===== src/rtl/core/pmc_pkg.sv =====
`timescale 1ns / 1ps
package pmc_pkg;

   // configuration register indexes
   localparam int CSR_INDEX_W = 2;
   localparam logic [CSR_INDEX_W-1:0] CSR_IMAGE_WIDTH  = 2'd0;
   localparam logic [CSR_INDEX_W-1:0] CSR_IMAGE_HEIGHT = 2'd1;
   localparam logic [CSR_INDEX_W-1:0] CSR_PREMULTIPLY  = 2'd2;

   localparam int CFG_DIM_W   = 13;
   localparam int CH_W        = 8;
   localparam int SUM_W       = 10;
   localparam int NUM_CH      = 4;
   localparam int CH_ALPHA    = 3;
   localparam int OUT_LEVEL_W = 4;
   localparam int OUT_POS_W   = 12;

   // channel 0 red, 1 green, 2 blue, 3 alpha
   typedef logic [NUM_CH-1:0][CH_W-1:0]  pixel_type;
   typedef logic [NUM_CH-1:0][SUM_W-1:0] sum_type;

   typedef struct packed {
      logic                 restart;
      logic [CFG_DIM_W-1:0] width;
      logic [CFG_DIM_W-1:0] height;
   } size_cfg_type;

   typedef struct packed {
      logic [OUT_LEVEL_W-1:0] mip_level;
      logic [OUT_POS_W-1:0]   pixel_x;
      logic [OUT_POS_W-1:0]   pixel_y;
      pixel_type              pixel;
      logic                   last_of_run;
      logic                   chain_done;
   } result_type;

   typedef enum logic [1:0] {
      BS_IDLE,
      BS_LOOK,
      BS_EMIT
   } back_state_type;

endpackage


===== src/rtl/core/pmc_queue.sv =====
`timescale 1ns / 1ps
module pmc_queue (
   input  logic              clock,
   input  logic              reset,
   input  logic              in_valid,
   input  pmc_pkg::pixel_type in_pixel,
   output logic              in_ready,
   output logic              out_valid,
   output pmc_pkg::pixel_type out_pixel,
   input  logic              out_ready
);
   import pmc_pkg::*;

   logic      [1:0] count_ff, count_in;
   logic            wr_ptr_ff, rd_ptr_ff;
   pixel_type       slot_ff [2];
   logic            push, pop;

   assign in_ready  = count_ff != 2'd2;
   assign out_valid = count_ff != 2'd0;
   assign out_pixel = slot_ff[rd_ptr_ff];
   assign push      = in_valid && in_ready;
   assign pop       = out_valid && out_ready;

   always_comb begin
      count_in = count_ff;
      if (push && !pop) begin
         count_in = count_ff + 2'd1;
      end else if (pop && !push) begin
         count_in = count_ff - 2'd1;
      end
   end

   // advance pointers and store requests
   always_ff @(posedge clock) begin
      if (reset) begin
         count_ff  <= 2'd0;
         wr_ptr_ff <= 1'b0;
         rd_ptr_ff <= 1'b0;
      end else begin
         count_ff <= count_in;
         if (push) begin
            wr_ptr_ff <= !wr_ptr_ff;
         end
         if (pop) begin
            rd_ptr_ff <= !rd_ptr_ff;
         end
      end
      if (push) begin
         slot_ff[wr_ptr_ff] <= in_pixel;
      end
   end
endmodule


===== config.mk =====
export PLATFORM = sky130hd
export DESIGN_NAME = pmc_queue
export DESIGN_NICKNAME = d
export VERILOG_FILES = /design/src/rtl/core/pmc_pkg.sv /design/src/rtl/core/pmc_queue.sv
export SDC_FILE = /design/constraint.sdc
export NUM_CORES = 1
export LEC_CHECK = 0
export BUFFER_PORTS_ARGS = -buffer_cell sky130_fd_sc_hd__buf_4
export CAP_MARGIN = 0
export CORE_MARGIN = 5
export CORE_UTILIZATION = 35
export CTS_CLUSTER_DIAMETER = 80
export CTS_CLUSTER_SIZE = 30
export DETAILED_ROUTE_END_ITERATION = 10
export PLACE_DENSITY_LB_ADDON = 0.05
export SLEW_MARGIN = 20
export SYNTH_ARGS = -nofsm -noshare
export SYNTH_HDL_FRONTEND = slang
export SYNTH_SLANG_ARGS = --single-unit

===== constraint.sdc =====
create_clock -name clock -period 2.78 [get_ports clock]
set_input_delay 0.556 -clock clock [delete_from_list [all_inputs] [get_ports clock]]
set_output_delay 0.556 -clock clock [all_outputs]
set_load 0.1 [all_outputs]

==> results.md <==
- Status: finished clean
- Final ANT Viol Nets: 0
- Global placer's final weighted congestion: 0.628
- Fmax: 0.415 GHz
- Fin nets: 239
- RSZ-0062 raised after global routing: false
- Slew @ Worst Pin: 0.779 ns
- Mean post-synth cell area: 20.4 µm²
- Final Cycle Share: 86.6%
- GRT Total Usage: 10.6%
- DIE AREA: 0.00901 mm²
- CTS tree: yes
- WP data required: 2.22 ns
- Clk Latency, worst-skew pair: 0.32 ns
- Crit-path cells: buf_4, mux2_2, buf_4
- Min-delay worst type: primary input to register
- Port bufs: 69
- Initial Utilization: 35.4%
- Area grow syn2layout: 32.0%
- Layout cells sized above 1: 56.5%
- Synthesized flop and latch total: 69
- Largest cells by area after synthesis: edfxtp_1 (76%), mux2_2 (13%), dfxtp_1 (4.0%), xor2_1 (1.0%), mux2_1 (0.89%)
- Bufs on Longest Clock Path: 2
- DRC: 0
- Antenna cells: 0
- Skew final: 0.00423 ns
- Clk sinks: 69
- Mapped cell area: 0.00252 mm²
- GRT Residual Overflow: 0
- Crit path DAT: 1.85 ns
- Via count: 1313
- Number of vias per cell: 4.29
- Htree depth: 3
- CTS-repair resized insts: 0
- Initial DRC count: 18
- Fillcell total: 664
- Syn nets: 161
- Slew Limit Fails: 0
- Synth Area in XOR/XNOR: 1.04%
- Drt pass-1 iters: 2
- Fin Setup TNS: 0 ns
- Syn. warnings: 0
- Hold path cells: 1
- Crit path time final: 2.41 ns
- HPWL Detailed: 3030 µm
- R2R depth: 4
- Compound-Gate Fraction of Synth Area: 1.19%
- Largest net degree at the start of global routing: 33
- Highest net fanout along the worst path: 18
- CTS Root Buffer Type: clkbuf_8
- Routed WL per cell: 14.7 µm
- Vias in the first global route: 1426
- Main combinational cell family by area after synthesis: multiplexers
- Wirelength, routed: 4500 µm
- Antenna violations before repair: 0
- Die W: 94.9 µm
- Final setup violation count: 0
- Sequential fraction of the synthesis area: 80.1%
- Clk pin slew, worst setup/hold paths: 0.07 ns
- Relative slew slack: 48.0%
- Postcts setup bufs: 0
- Max incr delay on CP: 0.55 ns
- Adder-cell share of the synthesized area: 0.496%
- Startpoint Class: register
- Crit. End Element: primary output
- CP Class: register to primary output
- Multi-input gate area: 480 µm²
- Register Area: 0.00202 mm²
- Synth Area in Simple Gates: 1.98%
- CP most frequent cell: buf_4
- Multiplexer share of the synthesized area: 14.3%
- First-pass GRT wire length: 6820 µm
- Post-synth top area cell: edfxtp_1
- # hold bufs at CTS: 0
- Core area: 0.00714 mm²
- Post-Syn Instances: 124
- # Max-Cap Violations: 0
- Synth top area share: 76.1%
- Critical Path Slowest Stage Cell: dfxtp_2
- Row count: 31
- Synth cell types: 19
- Final Hold Viols: 0
- CTS Buf Count: 9
- IO Pins: 70
- Die Y: 94.9 µm
==> layer usage <==
layer  vias to the layer above  global-route usage (%)  wire [µm]
met5                         -                       0          0
met4                         0                    6.85         95
met3                        10                    4.30        381
met2                        45                    16.3       2220
met1                       622                    12.1       1800
li1                        636                       -          -
==> metrics by stage <==
step	utilization, %	std cells	setup slack [ns]	hold WS, ns	instance area, µm²
2_1_floorplan	-	124	0.190	0.471	2520
3_3_place_gp	44.5	290	0.726	0.488	3180
3_5_place_dp	44.5	290	0.697	0.493	3180
4_1_cts	46.7	306	0.319	0.385	3330
5_1_grt	46.7	306	0.270	0.376	3330
6_report	46.7	306	0.372	0.410	3330
==> cell usage in the layout, fill, tap and decap left out <==
master and n:
buf_4 70, buf_12 1, clkbuf_8 9, clkinvlp_4 1
o21ai_0 2, ha_1 1, dfxtp_2 1, dfxtp_1 4
clkinv_1 4, or2_2 1, inv_1 1, or3_1 1
and3_2 1, clkinv_2 2, and2_1 1, a21bo_2 1
nor2_1 3, mux2_2 30, nand3b_1 1, nand2b_1 1
edfxtp_1 64, a21oi_1 2, mux2_1 2, xor2_1 3
==> sequential cells by signal, summed over array words and instances (netlist names), named ones only <==
register and count:
count_ff 2, rd_ptr_ff 1, slot_ff 64, wr_ptr_ff 1
==> worst max-delay path, delay by kind of cell, from the launching register on <==
family | cells | cell delay (ns)
multiplexers | 1 | 0.39
buffers and inverters | 2 | 0.59
flip-flops | 1 | 0.55
==> cell type report <==
cell class	instances	share of cell area (%)
Clock inverter	7	0.976
Sequential cell	69	60.7
Inverter	1	0.113
Tap cell	99	3.72
Clock buffer	9	3.72
Timing Repair Buffer	71	16.4
Multi-Input combinational cell	50	14.4
==> Yosys cell counts, drive strengths merged <==
cell type / n
ha: 1
edfxtp: 64
dfxtp: 5
buf: 3
and3: 1
or2: 1
nand2b: 1
or3: 1
a21bo: 1
inv: 1
mux2: 32
clkbuf: 1
o21ai: 2
a21oi: 2
nor2: 3
xor2: 3
nand3b: 1
and2: 1
==> cells by family (layout without fill, tap and decap cells) <==
logic type,after synthesis,after routing
compound gates,5,5
xor+xnor,3,3
fa+ha+maj,1,1
buf+inv,5,88
flops,69,69
mux,32,32
simple gates,9,9
==> path summary, 6_finish.rpt <==
| kind | startpoint | endpoint | slack, ns |
|---|---|---|---|
| worst max-delay path | register | out_pixel[11] | 0.37 |
| worst min-delay path | in_pixel[7] | slot_ff[0][7]$_DFFE_PP_ | 0.41 |
| worst max register to register | count_ff[0]$_SDFFE_PP0P_ | slot_ff[0][30]$_DFFE_PP_ | 0.99 |
| worst min register to register | rd_ptr_ff$_SDFFE_PP0P_ | rd_ptr_ff$_SDFFE_PP0P_ | 0.51 |
Power is not shown: default switching activity piles up to over one toggle a cycle in this logic, so the estimate is an artifact.
