**src/rtl/core/pmc_pkg.sv**
```systemverilog
`timescale 1ns / 1ps
package pmc_pkg;

   // configuration register indexes
   localparam int CSR_INDEX_W = 2;
   localparam logic [CSR_INDEX_W-1:0] CSR_IMAGE_WIDTH  = 2'd0;
   localparam logic [CSR_INDEX_W-1:0] CSR_IMAGE_HEIGHT = 2'd1;
   localparam logic [CSR_INDEX_W-1:0] CSR_PREMULTIPLY  = 2'd2;

   localparam int CFG_DIM_W   = 13;
   localparam int CH_W        = 8;
   localparam int SUM_W       = 10;
   localparam int NUM_CH      = 4;
   localparam int CH_ALPHA    = 3;
   localparam int OUT_LEVEL_W = 4;
   localparam int OUT_POS_W   = 12;

   // channel 0 red, 1 green, 2 blue, 3 alpha
   typedef logic [NUM_CH-1:0][CH_W-1:0]  pixel_type;
   typedef logic [NUM_CH-1:0][SUM_W-1:0] sum_type;

   typedef struct packed {
      logic                 restart;
      logic [CFG_DIM_W-1:0] width;
      logic [CFG_DIM_W-1:0] height;
   } size_cfg_type;

   typedef struct packed {
      logic [OUT_LEVEL_W-1:0] mip_level;
      logic [OUT_POS_W-1:0]   pixel_x;
      logic [OUT_POS_W-1:0]   pixel_y;
      pixel_type              pixel;
      logic                   last_of_run;
      logic                   chain_done;
   } result_type;

   typedef enum logic [1:0] {
      BS_IDLE,
      BS_LOOK,
      BS_EMIT
   } back_state_type;

endpackage

```
**src/rtl/core/pmc_front.sv**
```systemverilog
`timescale 1ns / 1ps
module pmc_front (
   input  logic              clock,
   input  logic              reset,
   input  logic              premultiply,
   input  logic              hold,
   input  logic              in_valid,
   input  pmc_pkg::pixel_type in_pixel,
   output logic              in_ready,
   output logic              out_valid,
   output pmc_pkg::pixel_type out_pixel,
   input  logic              out_ready
);
   import pmc_pkg::*;

   logic      valid_ff, valid_in;
   pixel_type pixel_ff, pixel_in;

   assign in_ready = !hold && (!valid_ff || out_ready);

   // premultiply colors: floor(c*a/255) via exact reciprocal form
   always_comb begin
      logic [2*CH_W-1:0] prod;
      logic [2*CH_W:0]   acc;
      pixel_in = in_pixel;
      for (int i = 0; i < CH_ALPHA; i++) begin
         prod = (2*CH_W)'(in_pixel[i]) * (2*CH_W)'(in_pixel[CH_ALPHA]);
         acc  = {1'b0, prod} + {{(CH_W+1){1'b0}}, prod[2*CH_W-1:CH_W]} + 1'b1;
         if (premultiply) begin
            pixel_in[i] = acc[2*CH_W-1:CH_W];
         end
      end
   end

   always_comb begin
      valid_in = valid_ff;
      if (out_ready) begin
         valid_in = 1'b0;
      end
      if (in_valid && in_ready) begin
         valid_in = 1'b1;
      end
   end

   always_ff @(posedge clock) begin
      if (reset) begin
         valid_ff <= 1'b0;
      end else begin
         valid_ff <= valid_in;
      end
      if (in_valid && in_ready) begin
         pixel_ff <= pixel_in;
      end
   end

   assign out_valid = valid_ff;
   assign out_pixel = pixel_ff;
endmodule

```
**config.mk**
```make
export PLATFORM = sky130hd
export DESIGN_NAME = pmc_front
export DESIGN_NICKNAME = d
export VERILOG_FILES = /design/src/rtl/core/pmc_pkg.sv /design/src/rtl/core/pmc_front.sv
export SDC_FILE = /design/constraint.sdc
export NUM_CORES = 1
export LEC_CHECK = 0
export BUFFER_PORTS_ARGS = -buffer_cell sky130_fd_sc_hd__buf_2
export CAP_MARGIN = 15
export CORE_AREA = 2 2 118 148
export CTS_CLUSTER_DIAMETER = 100
export DETAILED_ROUTE_END_ITERATION = 10
export DIE_AREA = 0 0 120 150
export GPL_ROUTABILITY_DRIVEN = 0
export GPL_TIMING_DRIVEN = 0
export HOLD_SLACK_MARGIN = 0.15
export PLACE_DENSITY = 0.8
export SETUP_SLACK_MARGIN = 0.15
export SLEW_MARGIN = 20
export SYNTH_ARGS = -nofsm -noshare
export SYNTH_HDL_FRONTEND = slang
export SYNTH_SLANG_ARGS = --single-unit
```
**constraint.sdc**
```tcl
create_clock -name clock -period 5.72 [get_ports clock]
set_input_delay 0.572 -clock clock [delete_from_list [all_inputs] [get_ports clock]]
set_output_delay 0.572 -clock clock [all_outputs]
set_load 0.005 [all_outputs]
```
==> impl_metrics.tcl, run 1 <==
set metrics [dict create \
    io_pins 72 \
    via_count 8301 \
    drv_slew 0 \
    fin_skew_ns 0.0121 \
    max_freq_mhz 163 \
    ctsHoldBuffers 0 \
    num_antenna_cells 0 \
    cp_slowest_stage_delay_ns 0.54 \
    setup_violations 19 \
    endpoint_kind "flip-flop" \
    min_period_ns 6.14 \
    vias_per_cell 6.03 \
    hold_violations 0 \
    dr.pass1.iters 7 \
    cpLargestDelayFamily "adder cells" \
    fin_setup_tns_ns -3.90 \
    synthTopCellsByCount "167 x and2_1, 163 x inv_1, 129 x ha_1" \
    num_rows 53 \
    fin_util_pct 70.8 \
    crit_buf_inv 7 \
    cts_inserted_buffers 5 \
    ys_seq_area_share_pct 10.9 \
    ys.flop_type "edfxtp_1" \
    p_leak_nw 5.61 \
    dieWidth_um 120 \
    die_area_um2 18000 \
    reg2reg_from "out_valid" \
    r2r_slack_ns 4.12 \
    cp-start-kind "input pin" \
    timing.rr.end "out_pixel[9]" \
    chipHeight_um 150 \
    fin_crit_sh_pct 107 \
    cts_tree "done" \
    nets 1431 \
    drt_iter0_drc 586 \
    placed_cells 1292 \
    cts_root_buf "clkbuf_16" \
    tightest_slew_ns 0.925 \
    clk_latency_ns 0.30 \
    synthArstFlopShare_pct 0 \
    status "complete, but fails checks" \
    wirelength_um 27600 \
    stdcell_count 1377 \
    drv_cap 0 \
    cp_max_fo 7 \
    syn_area_per_cell_um2 8.95 \
    drc 0 \
    crit_end "out_pixel[18]" \
    worst_ep_arrival_time_ns 6.19 \
    top_usage_layer "met2" \
    min_path_type "in -> reg" \
    cts_sinks 33 \
    cp_slowest_cell "fa_1" \
    synth_edf_count 32 \
    grt_start_max_net_pins 33 \
    path_class "in -> reg" \
    synth_cell_type_count 71 \
    clk_path_buf_depth 2 \
    synth_nets 1277 \
    syn_area_um2 8970 \
    post_drt_wl_per_cell_um 20.1 \
    yosys.area.top_type "fa_1" \
    path_depth 25 \
    ys_warn_count 0 \
    met2_usage_pct 51.4 \
    initial_core_util_pct 53.9 \
    layout-drive-gt1-share_pct 31.6 \
    grt_pass1_wl_um 39800 \
    hpwl_um 17900 \
    grt_use_met3_pct 3.54 \
    synth.top_cells.by_area "fa_1 24%, ha_1 18%, and2_1 12%, edfxtp_1 11%, inv_1 6.8%" \
    max_slew_margin_pct 38.3 \
    violations "setup timing" \
    fin_ws_ns -0.418 \
    peakVddDrop_v 0.000587 \
    cp.required_ns 5.78 \
    grt_util_all_layers_pct 28.2 \
    r2r_cells 4 \
    rsz0062_at_grt "true" \
    ant_nets 0 \
    numPortBuffers 70 \
    grt_pass1_vias 8222 \
    area_growth_pct 31.4 \
    ys_seq_elements 33 \
    core_area_um2 16600 \
    path_common_cell "fa_1" \
    antenna_found_initial 0 \
    h-tree-depth 2 \
    grt.overflow.total 0 \
    yosysMostFrequentCell "and2_1" \
    met1_usage_pct 31.4 \
    synth_top_area_share_pct 24.1 \
    clkTransAtPathRegs_ns 0.07 \
    power.density_nw_per_um2 589 \
    synth_cells 1002 \
    worstSetupStartpoint "in_pixel[29]" \
]
==> sequential cells by signal, summed over array words and instances (netlist names) <==
signal and count:
out_pixel 32, out_valid 1
==> metrics by stage <==
stage          setup slack [ns]  hold WS [ns]  instance area, um2  power, mW
3_5_place_dp             -0.919         0.488                9980       4.52
5_1_grt                  -0.532         0.438               11800       7.36
4_1_cts                  -0.224         0.435               11000       5.57
3_3_place_gp             -0.839         0.467                9980       4.40
2_1_floorplan           -0.0882         0.471                9360       3.68
6_report                 -0.418         0.434               11800       6.94
==> repair_timing <==
item | in CTS | in global routing
gates cloned | 3 | 0
buffers inserted | 40 | 34
resized for setup | 103 | 123
setup endpoints to repair | 24 | 24
pin swaps | 81 | 89
==> logic make-up (layout without fill, tap and decap cells) <==
family	Yosys count	count (layout)	share of synthesized area, %
compound gates	171	171	13.5
xor+xnor	41	41	4.17
fa+ha+maj	237	237	42.1
buf+inv	187	342	7.83
flops	33	33	10.9
mux	10	10	1.21
simple gates	323	323	20.2
==> cell type report <==
type                    count  area, um2
inverters                 163        612
repair buffers            147       1110
well taps                 220        275
flip-flops and latches     33        981
clock inverters             3       46.3
plain buffers              24        279
multi-input cells         782       8360
fillers                  1078       4860
clock buffers               5        125
==> power by group <==
part	total (mW)	switching, mW	internal, mW	leakage (nW)
combinational	6.25	3.33	2.92	5.22
clock	0.332	0.125	0.207	0.0800
sequential	0.361	0.00830	0.352	0.308
total	6.94	3.46	3.48	5.61
==> cells in the final DEF (no fill, tap or decap), types with 20 or more instances in the layout <==
master | Yosys | final
nor2_1 | 33 | 26
nand2_1 | 55 | 38
ha_4 | 0 | 24
a21oi_1 | 37 | 25
fa_1 | 108 | 102
buf_4 | 0 | 67
buf_2 | 0 | 53
inv_1 | 163 | 150
and2_4 | 0 | 20
ha_1 | 129 | 101
and2_1 | 167 | 147
edfxtp_1 | 32 | 32
==> how the worst min path moves through the flow <==
| stage | endpoint | cells after the start | slack, ns | startpoint |
|---|---|---|---|---|
| 3_5_place_dp | out_valid | 2 | 0.49 | out_valid |
| 2_1_floorplan | out_valid | 2 | 0.47 | out_valid |
| 4_1_cts | out_valid | 2 | 0.43 | reset |
| 5_1_grt | out_valid | 2 | 0.44 | reset |
| 3_3_place_gp | out_valid | 2 | 0.47 | out_valid |
| 6_report | out_valid | 2 | 0.43 | reset |
==> layer usage <==
layer	vias up	part of all wire, %
met5	-	0
met4	0	7.4
met3	175	6.9
met2	462	50
met1	4011	36
li1	3653	-
(Power assumes the default switching activity.)
==> run 2, diff against run 1 <==
PLACE_DENSITY = 0.76   (was 0.8)
==> impl_metrics.tcl, run 2 (same netlist as run 1, synthesis figures left out) <==
set metrics [dict create \
    status "complete, but fails checks" \
    violations "setup timing" \
    worst_ep_arrival_time_ns 6.01 \
    cp_max_fo 9 \
    final_cell_mix "151 x inv_1, 150 x and2_1, 108 x ha_1" \
    dr.pass1.iters 5 \
    cts_tree "done" \
    drv_cap 0 \
    pwr-share-comb_pct 90.2 \
    chipHeight_um 150 \
    fin_crit_sh_pct 105 \
    core_area_um2 16600 \
    fin_skew_ns 0.00751 \
    max_freq_mhz 167 \
    grt_util_all_layers_pct 28.0 \
    design_area_um2 11600 \
    clkTransAtPathRegs_ns 0.06 \
    cp_slowest_stage_delay_ns 0.55 \
    p_leak_nw 5.63 \
    num_antenna_cells 0 \
    via_count 8055 \
    cts_inserted_buffers 5 \
    layout-drive-gt1-share_pct 30.7 \
    io_pins 72 \
    drc 0 \
    power.density_nw_per_um2 560 \
    cpLargestDelayFamily "adder cells" \
    final_common_cell "inv_1" \
    power_switching_share_pct 49.2 \
    fin_ws_ns -0.278 \
    endpoint_kind "flip-flop" \
    max_slew_margin_pct 40.7 \
    nets 1440 \
    clk_path_buf_depth 2 \
    dieWidth_um 120 \
    ctsHoldBuffers 0 \
    drv_slew 0 \
    cts_sinks 33 \
    numPortBuffers 70 \
    grt_pass1_vias 8385 \
    holdWs_ns 0.427 \
    path_class "in -> reg" \
    power.switching_mw 3.21 \
    total_power_mw 6.52 \
    cp_slowest_cell "fa_1" \
    setup_violations 17 \
    cts_root_buf "clkbuf_16" \
    cp-start-kind "input pin" \
    vias_per_cell 5.81 \
    h-tree-depth 2 \
    grt.overflow.total 0 \
    post_drt_wl_per_cell_um 18.4 \
    cp.required_ns 5.73 \
    seqPwrFrac_pct 5.6 \
    detailroute.wirelength.met2_um 13300 \
    wl_met1_um 9570 \
    routed-wl-met3_um 1200 \
    grt_start_max_net_pins 33 \
    die_area_um2 18000 \
    area_growth_pct 29.8 \
    wirelength_um 25500 \
    largest_reg_flops 32 \
    antenna_found_initial 0 \
    path_common_cell "fa_1" \
    ant_nets 0 \
    placed_cells 1292 \
    tightest_slew_ns 0.889 \
    dpl_cell_area_um2 9980 \
    hold_violations 0 \
    min_period_ns 6.00 \
    grt_pass1_wl_um 39800 \
    pwr-share-clk_pct 4.2 \
    clk_latency_ns 0.29 \
    num_rows 53 \
    rsz0062_at_grt "true" \
    drt_iter0_drc 432 \
    stdcell_count 1386 \
    initial_core_util_pct 53.9 \
    hpwl_um 17800 \
    min_path_type "in -> reg" \
    pre_cts_ws_ns -0.903 \
    peakVddDrop_v 0.000480 \
    p_int_mw 3.31 \
    highest_layer "met4" \
    crit_buf_inv 6 \
]
-- run 2: changes by cell type in the layout (fill, tap and decap cells not counted), moves of 4 or more --
cell / delta
buf_2: +4
buf_4: +7
clkbuf_8: +4
ha_1: +7
ha_4: -8
-- run 2: layer usage --
metal,GRT usage (%),vias to the layer above
li1,-,3664
met1,31.6,3981
met2,52.1,304
met3,2.78,106
met4,13.9,0
met5,0,-
-- run 2: power by group through the flow --
stage | Clock (mW) | Sequential, mW | Combinational [mW]
final | 0.277 | 0.362 | 5.88
after CTS | 0.280 | 0.363 | 4.98
after global routing | 0.285 | 0.366 | 6.35
after floorplan | 0 | 0.374 | 3.31
after detailed placement | 0 | 0.367 | 4.13
after global placement | 0 | 0.366 | 4.05
-- run 2: path summary, 6_finish.rpt --
path                                   start             to  slack, ns  depth (start not counted)
worst max-delay path            in_pixel[28]  out_pixel[20]      -0.28                         26
worst min-delay path                   reset      out_valid       0.43                          2
worst max register to register     out_valid  out_pixel[21]       4.10                          4
worst min register to register     out_valid      out_valid       0.49                          2
-- run 2: area by class of cell --
type	instances	area, um2
Tap cell	220	275
Sequential cell	33	981
Inverter	163	612
Timing Repair Buffer	156	1160
Buffer	24	299
Multi-Input combinational cell	782	8170
Fill cell	1200	5000
Clock inverter	2	10.0
Clock buffer	6	129
-- run 2: what timing repair did --
action | CTS | global route
pin swaps | 85 | 78
resized for setup | 112 | 82
gates cloned | 4 | 0
buffers inserted | 57 | 25
endpoints found under the setup margin | 24 | 24
-- run 2: metrics by stage --
stage,TNS (ns),utilization (%)
after global routing,-6.29,70.0
after CTS,-1.33,66.8
after detailed placement,-15.31,60.0
after floorplan,-0.177,-
after global placement,-14.27,60.0
final,-2.91,70.0
-- run 2: worst register-to-register path: stages (launching register included) --
cell,delay [ns]
dfxtp_1,0.31
nand2b_1,0.08
nor2b_1,0.16
nand2_1,0.09
inv_2,0.58
==> run 3, diff against run 2 <==
PLACE_DENSITY = 0.81   (was 0.76)
==> impl_metrics.tcl, run 3 (same netlist as run 1, synthesis figures left out) <==
set metrics [dict create \
    grt_util_all_layers_pct 30.5 \
    num_rows 53 \
    violations "setup timing" \
    area_growth_pct 33.6 \
    design_area_um2 12000 \
    fin_crit_sh_pct 108 \
    post_drt_wl_per_cell_um 22.0 \
    holdWs_ns 0.425 \
    timing.rr.end "out_pixel[20]" \
    grt.overflow.total 0 \
    fin_ws_ns -0.460 \
    cts_root_buf "clkbuf_16" \
    chipHeight_um 150 \
    min_period_ns 6.18 \
    clk_latency_ns 0.30 \
    endpoint_kind "flip-flop" \
    cp-start-kind "input pin" \
    dr.pass1.iters 6 \
    rsz0062_at_grt "true" \
    drv_cap 0 \
    dpl_cell_area_um2 9980 \
    max_slew_margin_pct 36.9 \
    cts_inserted_buffers 5 \
    drt_iter0_drc 909 \
    holdPathStages 2 \
    nets 1442 \
    power.density_nw_per_um2 599 \
    grt_pass1_wl_um 43300 \
    dieWidth_um 120 \
    clk_path_buf_depth 2 \
    min_to "out_valid" \
    setup_violations 21 \
    max_freq_mhz 162 \
    highest_layer "met4" \
    h-tree-depth 2 \
    ctsHoldBuffers 0 \
    core_area_um2 16600 \
    largest_reg_flops 32 \
    cts_sinks 33 \
    drv_slew 0 \
    hold_violations 0 \
    pre_cts_ws_ns -0.832 \
    num_antenna_cells 0 \
    grt_pass1_vias 8679 \
    wirelength_um 30500 \
    final_cell_mix "146 x and2_1, 145 x inv_1, 101 x fa_1" \
    wl_met1_um 10300 \
    r2r_slack_ns 4.09 \
    tightest_slew_ns 0.946 \
    initial_core_util_pct 53.9 \
    drc 0 \
    via_count 8663 \
    ant_nets 0 \
    peakVddDrop_v 0.000628 \
    min_from "reset" \
    hpwl_um 17800 \
    io_pins 72 \
    r2r_cells 4 \
    vias_per_cell 6.24 \
    die_area_um2 18000 \
    fin_util_pct 72.0 \
    cts_tree "done" \
    status "complete, but fails checks" \
    min_path_type "in -> reg" \
    routed-wl-met3_um 2530 \
    antenna_found_initial 1 \
    fin_skew_ns 0.00764 \
    clkTransAtPathRegs_ns 0.06 \
    grt_start_max_net_pins 33 \
    reg2reg_from "out_valid" \
    detailroute.wirelength.met2_um 15000 \
    worst_ep_arrival_time_ns 6.31 \
    final_common_cell "and2_1" \
    layout-drive-gt1-share_pct 32.5 \
    path_class "in -> reg" \
    cp.required_ns 5.85 \
    cp_max_fo 6 \
    p_leak_nw 5.69 \
    total_power_mw 7.18 \
    numPortBuffers 70 \
]
## run 3: where the power goes
group	switching [mW]	leakage, nW	internal (mW)
combinational	3.45	5.29	3.03
sequential	0.00893	0.308	0.352
clock	0.123	0.0841	0.218
total	3.58	5.69	3.60
## run 3: critical path, stage by stage
cell       delay, ns
buf_12          0.09
clkbuf_16       0.15
buf_4           0.12
nand2_2         0.11
fa_1            0.57
fa_1            0.55
inv_2           0.04
fa_1            0.50
inv_1           0.08
fa_1            0.52
inv_2           0.05
ha_4            0.23
o21a_1          0.24
a211oi_4        0.32
buf_4           0.19
o311ai_4        0.08
a21oi_2         0.20
xnor2_2         0.15
ha_4            0.30
buf_6           0.12
a21oi_4         0.05
nor2b_2         0.18
o21ai_1         0.11
o21a_1          0.22
or3_1           0.36
a31oi_1         0.19
## run 3: through the flow
stage | setup TNS [ns] | std cells
finish | -5.74 | 1388
global placement | -13.32 | 1292
CTS | -0.930 | 1360
global route | -8.97 | 1388
floorplan | -0.177 | 1002
detailed placement | -15.07 | 1292
## run 3: how the worst max path moves through the flow
stage                             from       endpoint  slack (ns)  cells past startpoint
after detailed placement  in_pixel[26]   out_pixel[8]       -0.83                     24
after global routing      in_pixel[29]   out_pixel[5]       -0.57                     26
after floorplan           in_pixel[28]   out_pixel[8]       -0.09                     22
final                     in_pixel[29]   out_pixel[5]       -0.46                     26
after CTS                 in_pixel[31]  out_pixel[22]       -0.16                     24
after global placement    in_pixel[26]  out_pixel[15]       -0.76                     24
## run 3: layout make-up
type                       instances  area (um2)
clock inverter                     1        30.0
buffer                            24         320
tap                              220         275
clock buffer                       7         143
timing repair buffer             158        1210
multi-input combinational        782        8410
inverter                         163         612
sequential                        33         981
fill                            1013        4660
## run 3: routing by layer
layer / vias up / global-route usage (%)
met1: 4151 / 34.6
li1: 3662 / -
met4: 0 / 18.4
met3: 217 / 4.15
met2: 633 / 54.5
met5: - / 0
## run 3: timing repair
item                       4_1_cts  5_1_grt
gates resized for setup        135      107
pin swaps                       90       90
setup buffers                   56       28
setup endpoints to repair       24       24
cloned                           4        0
